===== config.mk =====
export PLATFORM = sky130hd
export DESIGN_NAME = accel_tilt_angles
export DESIGN_NICKNAME = d
export VERILOG_FILES = /design/src/hdl/ata_pkg.sv /design/src/hdl/accel_tilt_angles.sv /design/src/hdl/ata_div.sv /design/src/hdl/ata_datapath.sv /design/src/hdl/ata_ctrl.sv
export VERILOG_INCLUDE_DIRS = /design/src /design/src/hdl
export SDC_FILE = /design/constraint.sdc
export NUM_CORES = 2
export LEC_CHECK = 0
export CAP_MARGIN = 20
export CORE_ASPECT_RATIO = 1.75
export CORE_MARGIN = 10
export CORE_UTILIZATION = 25
export DETAILED_ROUTE_END_ITERATION = 12
export DONT_BUFFER_PORTS = 1
export PLACE_DENSITY = 0.4
export SETUP_SLACK_MARGIN = 0.15
export SYNTH_ARGS = -nofsm -noshare
export SYNTH_HDL_FRONTEND = slang
export SYNTH_SLANG_ARGS = --single-unit

===== constraint.sdc =====
create_clock -name i_clk -period 11.2 [get_ports i_clk]
set_clock_uncertainty 0.1 [all_clocks]
set_input_delay 1.12 -clock i_clk [delete_from_list [all_inputs] [get_ports i_clk]]
set_output_delay 1.12 -clock i_clk [all_outputs]
set_load 0.01 [all_outputs]

===== src/hdl/accel_tilt_angles_assert.svh =====
// ----------------------------------------------------------------------------
// Assertion macros for the tilt angle block
// Clocked, reset-qualified implication checks used at the end of the top level.
// ----------------------------------------------------------------------------
`ifndef ACCEL_TILT_ANGLES_ASSERT_SVH
`define ACCEL_TILT_ANGLES_ASSERT_SVH

// Same-cycle implication, checked while out of reset.
`define ATA_ASSERT_SAME(label, ante, cons) \
    label: assert property (@(posedge i_clk) disable iff (!i_rst_n) (ante) |-> (cons)) \
        else $error("tilt angle check failed");

// Next-cycle implication, checked while out of reset.
`define ATA_ASSERT_NEXT(label, ante, cons) \
    label: assert property (@(posedge i_clk) disable iff (!i_rst_n) (ante) |=> (cons)) \
        else $error("tilt angle check failed");

`endif


===== src/hdl/ata_pkg.sv =====
// ----------------------------------------------------------------------------
// ata_pkg
// Types, constants and the arctangent table shared by the tilt angle block.
// ----------------------------------------------------------------------------
package ata_pkg;

    // CORDIC and axis widths, divider step count, CORDIC step limit.
    localparam int CW      = 36;
    localparam int NW      = 24;
    localparam int DIV_N   = 24;
    localparam int MAXSTEP = 24;

    // Register indexes of the configuration port.
    localparam logic [2:0] CFG_ZERO_X = 3'd0;
    localparam logic [2:0] CFG_ZERO_Y = 3'd1;
    localparam logic [2:0] CFG_ZERO_Z = 3'd2;
    localparam logic [2:0] CFG_ONE_X  = 3'd3;
    localparam logic [2:0] CFG_ONE_Y  = 3'd4;
    localparam logic [2:0] CFG_ONE_Z  = 3'd5;

    // Fixed-point constants.
    localparam logic signed [CW-1:0] PI_Q30   = 36'sd3373259426;
    localparam logic [29:0]          KINV_Q30 = 30'd652032874;
    localparam logic [7:0]           ROLL_MUL = 8'd147;
    localparam logic [5:0]           PITCH_MUL = 6'd59;
    localparam logic [19:0]          RECIP5   = 20'd838861;
    localparam logic [19:0]          ROLL_LIMIT  = 20'd47360;
    localparam logic [15:0]          PITCH_LIMIT = 16'd23808;

    typedef enum logic [3:0] {
        ST_IDLE,
        ST_DIV,
        ST_CHECK,
        ST_COR1,
        ST_FIX,
        ST_GAIN1,
        ST_GAIN2,
        ST_LOAD2,
        ST_COR2,
        ST_SCALE1,
        ST_SCALE2,
        ST_OUT
    } t_state;

    typedef struct packed {
        logic       accept;
        logic       div_step;
        logic       cor_load1;
        logic       cor_step;
        logic       fix;
        logic       gain1;
        logic       gain2;
        logic       cor_load2;
        logic       scale1;
        logic       scale2;
        logic       out_load;
        logic [4:0] step;
    } t_cmd;

    typedef struct packed {
        logic span_now;
        logic z_zero;
        logic out_free;
    } t_stat;

    typedef struct packed {
        logic [7:0] zero_x;
        logic [7:0] zero_y;
        logic [7:0] zero_z;
        logic [7:0] one_x;
        logic [7:0] one_y;
        logic [7:0] one_z;
    } t_cal;

    // Arctangent of 2^-i in Q30 radians.
    function automatic logic [29:0] atan_q30(input logic [4:0] idx);
        logic [29:0] v;
        unique case (idx)
            5'd0:  v = 30'd843314857;
            5'd1:  v = 30'd497837829;
            5'd2:  v = 30'd263043837;
            5'd3:  v = 30'd133519495;
            5'd4:  v = 30'd67021687;
            5'd5:  v = 30'd33543516;
            5'd6:  v = 30'd16775851;
            5'd7:  v = 30'd8388437;
            5'd8:  v = 30'd4194283;
            5'd9:  v = 30'd2097149;
            5'd10: v = 30'd1048576;
            5'd11: v = 30'd524288;
            5'd12: v = 30'd262144;
            5'd13: v = 30'd131072;
            5'd14: v = 30'd65536;
            5'd15: v = 30'd32768;
            5'd16: v = 30'd16384;
            5'd17: v = 30'd8192;
            5'd18: v = 30'd4096;
            5'd19: v = 30'd2048;
            5'd20: v = 30'd1024;
            5'd21: v = 30'd512;
            5'd22: v = 30'd256;
            5'd23: v = 30'd128;
            default: v = 30'd0;
        endcase
        return v;
    endfunction

endpackage


===== src/hdl/accel_tilt_angles.sv =====
// One sample in flight: the input stays closed from the transaction until the result
// is loaded. A zero normalized z skips the CORDIC passes; a zero span skips the division
// as well. The next input is taken the cycle after the result is loaded, and a stalled
// output delays both the load and the next take.
// The 24-step divider lanes and the two shared CORDIC passes set the time per sample.
// Synchronous active-low reset clears calibration, held angles and control state.
// ----------------------------------------------------------------------------
// accel_tilt_angles
// Roll and pitch in Q8 from one calibrated three-axis accelerometer sample.
// ----------------------------------------------------------------------------
module accel_tilt_angles #(
    parameter int CORDIC_STEPS = 16
) (
    input  logic        i_clk,
    input  logic        i_rst_n,
    input  logic        i_s_axis_tvalid,
    output logic        o_s_axis_tready,
    input  logic [23:0] i_s_axis_tdata,   // sample_x, sample_y, sample_z
    output logic        o_m_axis_tvalid,
    input  logic        i_m_axis_tready,
    output logic [39:0] o_m_axis_tdata,   // roll_angle[16:0], pitch_angle[32:17], zero pad
    output logic [1:0]  o_m_axis_tuser,   // angles_fresh, span_error
    input  logic        i_cfg_we,
    input  logic [2:0]  i_cfg_addr,
    input  logic [7:0]  i_cfg_wdata
);
    import ata_pkg::*;

    `include "accel_tilt_angles_assert.svh"

    t_cal  r_cal;
    t_cmd  cmd;
    t_stat stat;

    // Calibration registers.
    always_ff @(posedge i_clk) begin
        if (!i_rst_n) begin
            r_cal <= '0;
        end else if (i_cfg_we) begin
            unique case (i_cfg_addr)
                CFG_ZERO_X: r_cal.zero_x <= i_cfg_wdata;
                CFG_ZERO_Y: r_cal.zero_y <= i_cfg_wdata;
                CFG_ZERO_Z: r_cal.zero_z <= i_cfg_wdata;
                CFG_ONE_X:  r_cal.one_x  <= i_cfg_wdata;
                CFG_ONE_Y:  r_cal.one_y  <= i_cfg_wdata;
                CFG_ONE_Z:  r_cal.one_z  <= i_cfg_wdata;
                default: ;
            endcase
        end
    end

    ata_ctrl #(.CORDIC_STEPS(CORDIC_STEPS)) u_ctrl (
        .i_clk(i_clk), .i_rst_n(i_rst_n),
        .i_s_tvalid(i_s_axis_tvalid), .o_s_tready(o_s_axis_tready),
        .i_stat(stat), .o_cmd(cmd)
    );

    ata_datapath u_dp (
        .i_clk(i_clk), .i_rst_n(i_rst_n), .i_cmd(cmd), .i_cal(r_cal),
        .i_sample(i_s_axis_tdata), .i_m_tready(i_m_axis_tready), .o_stat(stat),
        .o_m_tvalid(o_m_axis_tvalid), .o_m_tdata(o_m_axis_tdata),
        .o_m_tuser(o_m_axis_tuser)
    );

    // A taken sample keeps the input side closed on the next cycle.
    `ATA_ASSERT_NEXT(a_busy_after_take, i_s_axis_tvalid && o_s_axis_tready, !o_s_axis_tready)
    // A zero calibration span never reports recomputed angles.
    `ATA_ASSERT_SAME(a_span_not_fresh, o_m_axis_tvalid && o_m_axis_tuser[1], !o_m_axis_tuser[0])
    // Roll on the output stays inside its clamp range.
    `ATA_ASSERT_SAME(a_roll_range, o_m_axis_tvalid, ($signed(o_m_axis_tdata[16:0]) <= 17'sd47360) && ($signed(o_m_axis_tdata[16:0]) >= -17'sd47360))

endmodule


===== src/hdl/ata_div.sv =====
// ----------------------------------------------------------------------------
// ata_div
// One axis lane: restoring divider that normalizes (sample - zero) against
// (one - zero) into saturated signed Q8.16, one quotient bit per cycle while i_step is high.
// ----------------------------------------------------------------------------
module ata_div (
    input  logic                       i_clk,
    input  logic                       i_start,
    input  logic                       i_step,
    input  logic [7:0]                 i_sample,
    input  logic [7:0]                 i_zero,
    input  logic [7:0]                 i_one,
    output logic signed [ata_pkg::NW-1:0] o_norm
);
    import ata_pkg::*;

    logic signed [8:0] num;
    logic signed [8:0] den;
    logic [7:0]        an;
    logic [7:0]        ad;
    logic [8:0]        trial;

    logic [NW-1:0]     r_quo;
    logic [7:0]        r_rem;
    logic [7:0]        r_den;
    logic              r_neg;

    // Magnitudes and sign of the quotient.
    always_comb begin
        num   = $signed({1'b0, i_sample}) - $signed({1'b0, i_zero});
        den   = $signed({1'b0, i_one}) - $signed({1'b0, i_zero});
        an    = num[8] ? 8'(-num) : num[7:0];
        ad    = den[8] ? 8'(-den) : den[7:0];
        trial = {r_rem, r_quo[NW-1]};
    end

    // Shift the dividend out and the quotient in, one bit per step.
    always_ff @(posedge i_clk) begin
        if (i_start) begin
            r_quo <= {an, 16'h0000};
            r_rem <= '0;
            r_den <= ad;
            r_neg <= num[8] ^ den[8];
        end else if (i_step) begin
            if (trial >= {1'b0, r_den}) begin
                r_rem <= 8'(trial - {1'b0, r_den});
                r_quo <= {r_quo[NW-2:0], 1'b1};
            end else begin
                r_rem <= trial[7:0];
                r_quo <= {r_quo[NW-2:0], 1'b0};
            end
        end
    end

    // Apply the sign and saturate to the Q8.16 range.
    always_comb begin
        if (r_neg) begin
            if (r_quo > 24'h800000) begin
                o_norm = 24'sh800000;
            end else begin
                o_norm = $signed(24'(-r_quo));
            end
        end else begin
            if (r_quo > 24'h7FFFFF) begin
                o_norm = 24'sh7FFFFF;
            end else begin
                o_norm = $signed(r_quo);
            end
        end
    end

endmodule


===== src/hdl/ata_datapath.sv =====
// ----------------------------------------------------------------------------
// ata_datapath
// Normalization lanes, shared vectoring CORDIC, gain correction, output
// scaling, held angles and the output register.
// ----------------------------------------------------------------------------
module ata_datapath (
    input  logic                 i_clk,
    input  logic                 i_rst_n,
    input  ata_pkg::t_cmd        i_cmd,
    input  ata_pkg::t_cal        i_cal,
    input  logic [23:0]          i_sample,
    input  logic                 i_m_tready,
    output ata_pkg::t_stat       o_stat,
    output logic                 o_m_tvalid,
    output logic [39:0]          o_m_tdata,
    output logic [1:0]           o_m_tuser
);
    import ata_pkg::*;

    logic signed [NW-1:0] norm_x, norm_y, norm_z;
    logic span_now;

    logic signed [CW-1:0] r_x, r_y, r_a;
    logic signed [CW-1:0] r_roll_ang;
    logic [63:0]          r_acc;
    logic                 r_z_neg, r_x_pos, r_span, r_fresh;
    logic [21:0]          r_roll_t;
    logic                 r_roll_neg, r_pitch_neg;
    logic [15:0]          r_pitch_mag;
    logic signed [16:0]   r_held_roll;
    logic signed [15:0]   r_held_pitch;
    logic                 r_out_valid;
    logic [39:0]          r_out_data;
    logic [1:0]           r_out_user;

    logic signed [CW-1:0] ext_x, ext_y, ext_z;
    logic signed [CW-1:0] dx, dy, atan_ext;
    logic [CW-2:0]        roll_abs, pitch_abs;
    logic [42:0]          roll_prod;
    logic [36:0]          pitch_prod;
    logic [41:0]          roll_quot;
    logic [19:0]          roll_mag;
    logic [15:0]          pitch_sat;
    logic [19:0]          roll_sat;

    // Three normalization lanes run side by side.
    ata_div u_div_x (
        .i_clk(i_clk), .i_start(i_cmd.accept), .i_step(i_cmd.div_step),
        .i_sample(i_sample[7:0]), .i_zero(i_cal.zero_x), .i_one(i_cal.one_x),
        .o_norm(norm_x)
    );
    ata_div u_div_y (
        .i_clk(i_clk), .i_start(i_cmd.accept), .i_step(i_cmd.div_step),
        .i_sample(i_sample[15:8]), .i_zero(i_cal.zero_y), .i_one(i_cal.one_y),
        .o_norm(norm_y)
    );
    ata_div u_div_z (
        .i_clk(i_clk), .i_start(i_cmd.accept), .i_step(i_cmd.div_step),
        .i_sample(i_sample[23:16]), .i_zero(i_cal.zero_z), .i_one(i_cal.one_z),
        .o_norm(norm_z)
    );

    assign span_now = (i_cal.one_x == i_cal.zero_x) || (i_cal.one_y == i_cal.zero_y)
                   || (i_cal.one_z == i_cal.zero_z);

    assign o_stat.span_now = span_now;
    assign o_stat.z_zero   = (norm_z == '0);
    assign o_stat.out_free = !r_out_valid || i_m_tready;

    // CORDIC operands and the scaling products.
    always_comb begin
        ext_x     = CW'(norm_x) <<< 8;
        ext_y     = CW'(norm_y) <<< 8;
        ext_z     = CW'(norm_z) <<< 8;
        dx        = r_y >>> i_cmd.step;
        dy        = r_x >>> i_cmd.step;
        atan_ext  = $signed({6'b0, atan_q30(i_cmd.step)});
        roll_abs  = r_roll_ang[CW-1] ? (CW-1)'(-r_roll_ang) : r_roll_ang[CW-2:0];
        pitch_abs = r_a[CW-1] ? (CW-1)'(-r_a) : r_a[CW-2:0];
        roll_prod  = 43'(roll_abs) * 43'(ROLL_MUL) + 43'(5 << 20);
        pitch_prod = 37'(pitch_abs) * 37'(PITCH_MUL) + 37'(1 << 21);
        roll_quot  = 42'(r_roll_t) * 42'(RECIP5);
        roll_mag   = roll_quot[41:22];
        roll_sat   = (roll_mag > ROLL_LIMIT) ? ROLL_LIMIT : roll_mag;
        pitch_sat  = (pitch_prod[36:22] > 15'(PITCH_LIMIT)) ? PITCH_LIMIT
                                                             : {1'b0, pitch_prod[36:22]};
    end

    // Vectoring CORDIC registers, shared by the roll and pitch passes.
    always_ff @(posedge i_clk) begin
        if (i_cmd.cor_load1) begin
            r_x <= norm_z[NW-1] ? -ext_z : ext_z;
            r_y <= norm_z[NW-1] ? -ext_x : ext_x;
            r_a <= '0;
        end else if (i_cmd.cor_load2) begin
            r_x <= $signed({2'b00, r_acc[63:30]});
            r_y <= ext_y;
            r_a <= '0;
        end else if (i_cmd.cor_step) begin
            if (!r_y[CW-1]) begin
                r_x <= r_x + dx;
                r_y <= r_y - dy;
                r_a <= r_a + atan_ext;
            end else begin
                r_x <= r_x - dx;
                r_y <= r_y + dy;
                r_a <= r_a - atan_ext;
            end
        end else if (i_cmd.fix) begin
            r_a <= r_z_neg ? (r_x_pos ? r_a + PI_Q30 : r_a - PI_Q30) : r_a;
        end
    end

    // Quadrant flags, gain correction and scaling stages.
    always_ff @(posedge i_clk) begin
        if (i_cmd.cor_load1) begin
            r_z_neg <= norm_z[NW-1];
            r_x_pos <= !norm_x[NW-1] && (norm_x != '0);
        end
        if (i_cmd.gain1) begin
            r_roll_ang <= r_a;
            r_acc      <= 64'(r_x[16:0]) * 64'(KINV_Q30);
        end
        if (i_cmd.gain2) begin
            r_acc <= r_acc + ((64'(r_x[33:17]) * 64'(KINV_Q30)) << 17);
        end
        if (i_cmd.scale1) begin
            r_roll_t    <= roll_prod[42:21];
            r_roll_neg  <= r_roll_ang[CW-1];
            r_pitch_mag <= pitch_sat;
            r_pitch_neg <= r_a[CW-1];
        end
    end

    // Control flags and held angles.
    always_ff @(posedge i_clk) begin
        if (!i_rst_n) begin
            r_held_roll  <= '0;
            r_held_pitch <= '0;
            r_fresh      <= 1'b0;
            r_span       <= 1'b0;
            r_out_valid  <= 1'b0;
        end else begin
            if (i_cmd.accept) begin
                r_fresh <= 1'b0;
                r_span  <= span_now;
            end
            if (i_cmd.scale2) begin
                r_fresh      <= 1'b1;
                r_held_roll  <= r_roll_neg ? -$signed({1'b0, roll_sat[15:0]})
                                           : $signed({1'b0, roll_sat[15:0]});
                r_held_pitch <= r_pitch_neg ? $signed(r_pitch_mag) : -$signed(r_pitch_mag);
            end
            if (i_cmd.out_load) begin
                r_out_valid <= 1'b1;
            end else if (i_m_tready) begin
                r_out_valid <= 1'b0;
            end
        end
    end

    // Output register payload.
    always_ff @(posedge i_clk) begin
        if (i_cmd.out_load) begin
            r_out_data <= {7'b0, r_held_pitch, r_held_roll};
            r_out_user <= {r_span, r_fresh};
        end
    end

    assign o_m_tvalid = r_out_valid;
    assign o_m_tdata  = r_out_data;
    assign o_m_tuser  = r_out_user;

endmodule


===== src/hdl/ata_ctrl.sv =====
// ----------------------------------------------------------------------------
// ata_ctrl
// Sequencer for one sample: divide, roll CORDIC, fix, gain, pitch CORDIC,
// scale, output register. Zero span or zero normalized z jumps to the output.
// ----------------------------------------------------------------------------
module ata_ctrl #(
    parameter int CORDIC_STEPS = 16
) (
    input  logic           i_clk,
    input  logic           i_rst_n,
    input  logic           i_s_tvalid,
    output logic           o_s_tready,
    input  ata_pkg::t_stat i_stat,
    output ata_pkg::t_cmd  o_cmd
);
    import ata_pkg::*;

    localparam int NSTEP = (CORDIC_STEPS < MAXSTEP) ? CORDIC_STEPS : MAXSTEP;
    localparam logic [4:0] LAST_COR = 5'(NSTEP - 1);
    localparam logic [4:0] LAST_DIV = 5'(DIV_N - 1);

    t_state     r_state, n_state;
    logic [4:0] r_cnt, n_cnt;
    logic       take;

    assign take = i_s_tvalid && (r_state == ST_IDLE);

    // Next state and step counter.
    always_comb begin
        n_state = r_state;
        n_cnt   = r_cnt;
        unique case (r_state)
            ST_IDLE: begin
                n_cnt = '0;
                if (take) begin
                    n_state = i_stat.span_now ? ST_OUT : ST_DIV;
                end
            end
            ST_DIV: begin
                n_cnt = r_cnt + 5'd1;
                if (r_cnt == LAST_DIV) begin
                    n_state = ST_CHECK;
                end
            end
            ST_CHECK: begin
                n_cnt   = '0;
                n_state = i_stat.z_zero ? ST_OUT : ST_COR1;
            end
            ST_COR1: begin
                n_cnt = r_cnt + 5'd1;
                if (r_cnt == LAST_COR) begin
                    n_state = ST_FIX;
                end
            end
            ST_FIX:   n_state = ST_GAIN1;
            ST_GAIN1: n_state = ST_GAIN2;
            ST_GAIN2: n_state = ST_LOAD2;
            ST_LOAD2: begin
                n_cnt   = '0;
                n_state = ST_COR2;
            end
            ST_COR2: begin
                n_cnt = r_cnt + 5'd1;
                if (r_cnt == LAST_COR) begin
                    n_state = ST_SCALE1;
                end
            end
            ST_SCALE1: n_state = ST_SCALE2;
            ST_SCALE2: n_state = ST_OUT;
            ST_OUT: begin
                if (i_stat.out_free) begin
                    n_state = ST_IDLE;
                end
            end
            default: n_state = ST_IDLE;
        endcase
    end

    // Datapath commands decoded from the state.
    always_comb begin
        o_cmd           = '0;
        o_cmd.step      = r_cnt;
        o_cmd.accept    = take;
        o_cmd.div_step  = (r_state == ST_DIV);
        o_cmd.cor_load1 = (r_state == ST_CHECK) && !i_stat.z_zero;
        o_cmd.cor_step  = (r_state == ST_COR1) || (r_state == ST_COR2);
        o_cmd.fix       = (r_state == ST_FIX);
        o_cmd.gain1     = (r_state == ST_GAIN1);
        o_cmd.gain2     = (r_state == ST_GAIN2);
        o_cmd.cor_load2 = (r_state == ST_LOAD2);
        o_cmd.scale1    = (r_state == ST_SCALE1);
        o_cmd.scale2    = (r_state == ST_SCALE2);
        o_cmd.out_load  = (r_state == ST_OUT) && i_stat.out_free;
        o_s_tready      = (r_state == ST_IDLE);
    end

    always_ff @(posedge i_clk) begin
        if (!i_rst_n) begin
            r_state <= ST_IDLE;
            r_cnt   <= '0;
        end else begin
            r_state <= n_state;
            r_cnt   <= n_cnt;
        end
    end

endmodule

Word level (Yosys, flattened, before mapping)
Memories as Yosys holds them, arrays and structs flattened. A register that Yosys moved wholly into a read port is not among the register bits.
Index checks and enable logic that the tools add are counted.
{"block": "totals", "regBits": 501, "mem_bits_ro": 960, "inputBits": 40, "word_cells": 224, "mem_count": 1}
{"name": "(name not given)", "depth": 32, "width": 30, "read_ports": 1, "rd_clocked_by_memory_dff": 1, "write_ports": 0, "line": "ata_pkg.sv:78", "source": "unique case (idx)"}
{"block": "op_classes", "n_addsub": 36, "n_mul": 5, "magnitude_cmp": 11, "n_eq_ne": 26, "shifts": 2, "muxes": 64, "n_bitwise": 3, "n_reduce_logical": 34}
{"operator": "$mux 36", "count": 15}
{"operator": "$mux 24", "count": 15}
{"operator": "$mux 64", "count": 2}
{"operator": "$mul 17x29->46 const B", "count": 2}
{"operator": "$add 36x36->36", "count": 2}
{"operator": "$gt 24x23->1 const B", "count": 3}
{"operator": "$gt 24x24->1 const B", "count": 3}
{"operator": "$mux 8", "count": 9}
{"operator": "$neg 24->24", "count": 3}
{"operator": "$neg 32->36", "count": 2}
{"operator": "$sshr 36x5->36", "count": 2}
{"operator": "$sub 36x36->36", "count": 2}
{"operator": "$mux 35", "count": 2}
{"operator": "$neg 35->35", "count": 2}
{"operator": "$add 64x64->64", "count": 1}
{"operator": "$sub 8x8->9", "count": 6}
{"operator": "$neg 8->8", "count": 6}
{"operator": "$pmux 4 s12", "count": 1}
{"operator": "$add 43x23->43 const B", "count": 1}
{"operator": "$mul 35x8->43 const B", "count": 1}
{"operator": "$mul 22x20->42 const B", "count": 1}
{"operator": "$add 37x22->37 const B", "count": 1}
{"operator": "$mul 35x6->37 const B", "count": 1}
{"operator": "$add 36x31->36", "count": 1}
{"operator": "42 further kinds", "count": 97}

Longest topological paths before layout
{"block": "depth", "depth_word": 7, "ltp_mapped": 37, "ltp_nobuf": 37}

Hierarchy
Synthesis repeated with hierarchy kept, for this count alone.
{"block": "unflattened", "hier_cells": 8198, "hier_area_um2": 75771.4}
{"mod": "ata_datapath", "n_inst": 1, "cells_per_inst": 6551, "area_per_inst_um2": 62179.6, "seq_area_each_um2": 8348.0}
{"mod": "ata_div at u_dp.u_div_x ...", "n_inst": 2, "cells_per_inst": 468, "area_per_inst_um2": 3696.0, "seq_area_each_um2": 991.0}
{"mod": "ata_div at u_dp.u_div_z", "n_inst": 1, "cells_per_inst": 455, "area_per_inst_um2": 3726.1, "seq_area_each_um2": 991.0}
{"mod": "accel_tilt_angles", "n_inst": 1, "cells_per_inst": 170, "area_per_inst_um2": 1774.2, "seq_area_each_um2": 960.9}
{"mod": "ata_ctrl", "n_inst": 1, "cells_per_inst": 86, "area_per_inst_um2": 699.4, "seq_area_each_um2": 180.2}

Worst setup path after synthesis
OpenSTA, ideal clock, no wires.
{"block": "synth_timing", "kind": "reg2reg", "startpoint": "reg u_dp.r_x[23]", "endpoint": "reg u_dp.r_acc[63], data pin", "t_arrival_ns": 8.323, "slack_ns": 2.509, "stages_incl_launch_ff": 34, "path_buffers": 0, "period_less_slack_ns": 8.691, "cell_sequence": "edfxtp_1 -> inv_1 -> ha_1 -> inv_1 -> fa_1 -> inv_1 -> fa_1 -> fa_1 -> inv_1 -> fa_1 -> fa_1 -> ha_1 -> a2111oi_0 -> nand2_1 -> o21ai_0 -> a21oi_1 -> a31oi_1 -> o21ai_0 -> a21o_1 -> a21oi_1 -> xnor2_1 -> ha_1 -> a2111oi_0 -> o21ai_0 -> a31o_1 -> a21oi_1 -> a2bb2oi_1 -> o211ai_1 -> o31ai_1 -> o311ai_1 -> a311o_1 -> xnor2_1 -> o21ai_0 -> nor3b_1"}
{"block": "synth_via", "elab_chain_len": 3}
{"element": "from (decl)", "line": "ata_datapath.sv:23", "source": "logic signed [CW-1:0] r_x, r_y, r_a;"}
{"element": "from (signal assigned)", "line": "ata_datapath.sv:92", "source": "r_x <= norm_z[NW-1] ? -ext_z : ext_z;"}
{"element": "from (signal assigned)", "line": "ata_datapath.sv:96", "source": "r_x <= $signed({2'b00, r_acc[63:30]});"}
{"element": "from (signal assigned)", "line": "ata_datapath.sv:101", "source": "r_x <= r_x + dx;"}
{"element": "$mul 17x29->46", "line": "ata_datapath.sv:125", "source": "r_acc <= r_acc + ((64'(r_x[33:17]) * 64'(KINV_Q30)) << 17);"}
{"element": "$add 64x64->64", "line": "ata_datapath.sv:125"}
{"element": "$mux 64", "line": "ata_datapath.sv:124", "source": "if (i_cmd.gain2) begin"}
{"element": "to (signal assigned)", "line": "ata_datapath.sv:122", "source": "r_acc <= 64'(r_x[16:0]) * 64'(KINV_Q30);"}
{"element": "to (signal assigned)", "line": "ata_datapath.sv:125"}
{"element": "to (decl)", "line": "ata_datapath.sv:25", "source": "logic [63:0] r_acc;"}
No other way between the ends.
A chain may end at the register's enable or synchronous reset.

Worst setup path in the final report
{"block": "layout_timing", "startpoint": "reg u_dp.r_x[30]", "endpoint": "reg u_dp.r_acc[63], data pin"}
Same word-level chain as after synthesis.

==> metrics.txt <==
initial antenna violation count 6; Avg Synthesized Cell Area a little over 9 um^2; Yosys top cell by area fa_1; maximum root-to-sink buffer count 3; CP max FO 10; synth unique cells 96; global route overflow 0; Clock Sinks 512; placed cell area 80,600 um^2; list of most frequent post-synthesis cells 1,065 x inv_1, 1,050 x ha_1, 716 x fa_1; H-tree levels 3; Die Wd 436 um; Setup crit end kind flop; largest family of logic cells by synthesized area adder cells; Gate Count Post-Synth around 8,400; setup TNS 0 ns; fin area 83,000 um^2; dpl hpwl 238 mm; Die Y 749 um; yosys warns 0; global-route wire length before repair 412 mm; number of remaining DRC errors 0; adder-cell area share of the yosys netlist 36.2%; Area Overhead vs Synth 9.48%; gr usage total about 17%; post-CTS setup buffers 0; number of synthesized register bits between 500 and 600; Synth Area in Simple Gates 12.3%; io pins 84; Setup crit start kind flop; Critical Path AT 10.41 ns; CP most frequent cell fa_1; Detailed Routing Iterations Pass 1 6; via count between 60,000 and 70,000; worst-skew pair later-pin latency 0.71 ns; top cell type's share of synthesized area a little under a fifth; nets 10,100; Placement Setup Slack about 1.1 ns; initial core utilization about a quarter; number of synthesized flops with an enable pin 281; Slew @ Worst Pin 1.28 ns; max-cap violation count 0; Peak Freq 99.0 MHz; final period utilization 90.2%; CP Data Required Time ~12 ns; Post-synth ARST share 0%; XOR/XNOR share of the synthesized area 6.59%; PnR worst setup slack ~1.1 ns; layout cells sized above 1 5.32%; First DRT Iteration DRCs between 2,000 and 3,000; post-synthesis compound-gate area fraction between 15 and 20%; largest net degree at the start of global routing 71; sequential fraction of the synthesis area between 15 and 20%; status finished clean; routability congestion estimate 0.914; max_slew headroom between 10% and 20%; most frequent cell after synthesis inv_1; Crit Path Category reg2reg; clk slew on worst S/H paths about 0.070 ns; Post-CTS Resized 0; DR WL/cell roughly 22 um; RSZ-0062 raised after global routing false; Final ANT Viol Nets 0; mux cell area share after synthesis under 10%; Placed Cells 12,200; Post-Layout Cell Count 12,400; CTS Buf Count about 70; Final setup violation count 0; CORE AREA just over 300,000 um^2; CTS tree yes; Crit path largest cell delay 0.68 ns; synth top area cells fa_1 19%, ha_1 17%, edfxtp_1 11%; die area between 300,000 and 400,000 um^2; Hold-fix buffers, CTS 0; Final Hold Vio Count 0; Mapped Area ~76,000 um^2; I/O Buffers 0; Max Slew Vio Count 0; fin crit period 10.10 ns; Min-Delay Path Class reg2reg; vias in the first global route around 64,000; via-per-instance ratio 4.88; num rows 267; Post-synth top flop edfxtp_1; clk root buf clkbuf_16; Slowest-stage cell, CP fa_1; total wire length roughly 280 mm
-- final timing paths --
kind                            cells after the start                         startpoint  slack [ns]                           end
worst max-delay path                               33             u_dp.r_x[30]$_DFFE_PP_        1.10  u_dp.r_acc[63]$_SDFFCE_PN0P_
worst min-delay path                                0  u_dp.r_held_pitch[2]$_SDFFE_PN0P_        0.32  u_dp.o_m_tdata[19]$_DFFE_PP_
worst max register to register                     33             u_dp.r_x[30]$_DFFE_PP_        1.10  u_dp.r_acc[63]$_SDFFCE_PN0P_
worst min register to register                      0  u_dp.r_held_pitch[2]$_SDFFE_PN0P_        0.32  u_dp.o_m_tdata[19]$_DFFE_PP_
-- per-layer routing --
metal  part of all wire, %  GRT usage (%)  up-vias
li1                      -              -    29100
met1                    32           15.1    29600
met2                    56           33.6     1154
met3                   2.4           1.45      507
met4                   8.9           12.4        0
met5                     0              0        -
-- flip-flops by register name (all words and copies together) (netlist names), 8 cells and up --
signal and count:
u_dp.r_roll_ang 36, u_dp.u_div_z.r_den 8, u_dp.u_div_y.r_quo 24, u_dp.r_held_pitch 16, u_dp.r_y 36, u_dp.r_held_roll 17, u_dp.u_div_y.r_rem 8, u_dp.u_div_x.r_quo 24
u_dp.u_div_x.r_rem 8, u_dp.r_a 36, u_dp.r_x 36, u_dp.u_div_y.r_den 8, u_dp.u_div_z.r_rem 8, u_dp.u_div_z.r_quo 24, u_dp.u_div_x.r_den 8, r_cal 48
u_dp.r_roll_t 22, u_dp.o_m_tdata 33, u_dp.atan_ext 30, u_dp.r_acc 46, u_dp.r_pitch_mag 15
-- cells by family (layout without fill, tap and decap cells) --
| family | after synthesis | count (layout) |
|---|---|---|
| buffers and inverters | 1341 | 1298 |
| xor gates and xnor gates | 571 | 571 |
| adders and majority gates | 1766 | 1766 |
| other | 1 | 20 |
| DFF | 512 | 512 |
| AOI/OAI and AO/OA | 2001 | 2001 |
| muxes | 204 | 204 |
| and+or+nand+nor | 1970 | 1970 |
-- layout by cell type (no fill, tap or decap), types with 137 or more instances in the layout --
| master | synthesis | final |
|---|---|---|
| o21ai_0 | 386 | 386 |
| nand2_1 | 601 | 598 |
| nor2_1 | 551 | 549 |
| inv_1 | 1065 | 1063 |
| fa_1 | 716 | 716 |
| xor2_1 | 220 | 220 |
| a21o_1 | 209 | 209 |
| nor3_1 | 149 | 145 |
| dfxtp_1 | 231 | 228 |
| xnor2_1 | 351 | 351 |
| a21oi_1 | 643 | 643 |
| edfxtp_1 | 281 | 281 |
| nand3_1 | 140 | 137 |
| ha_1 | 1050 | 1050 |
-- final cells by class --
cell class                      instances  area (um^2)
Multi-Input combinational cell       6519        57700
Sequential cell                       512        13100
Inverter                             1072         4030
Tap cell                             4035         5050
Timing Repair Buffer                  100          806
Fill cell                           32400       219000
Clock inverter                         38          393
Antenna cell                           13         32.5
Clock buffer                           88         1910
-- worst max-delay path: cells and delay by family (launching register included) --
family / cells / cell delay [ns]
compound gates: 14 / 3.92
xor+xnor: 2 / 0.34
fa+ha+maj: 8 / 3.74
buf+inv: 4 / 0.43
flops: 1 / 0.62
simple gates: 5 / 0.66
-- metrics by stage --
stage          hold slack (ns)  utilization [%]
6_report                 0.322             27.5
3_5_place_dp             0.316             26.7
3_3_place_gp             0.314             26.7
2_1_floorplan            0.303                -
4_1_cts                  0.312             27.5
5_1_grt                  0.330             27.5
Power is left out: the tool's default activity adds up to more than one toggle a clock period on the data nets, which glitch-free logic cannot reach.
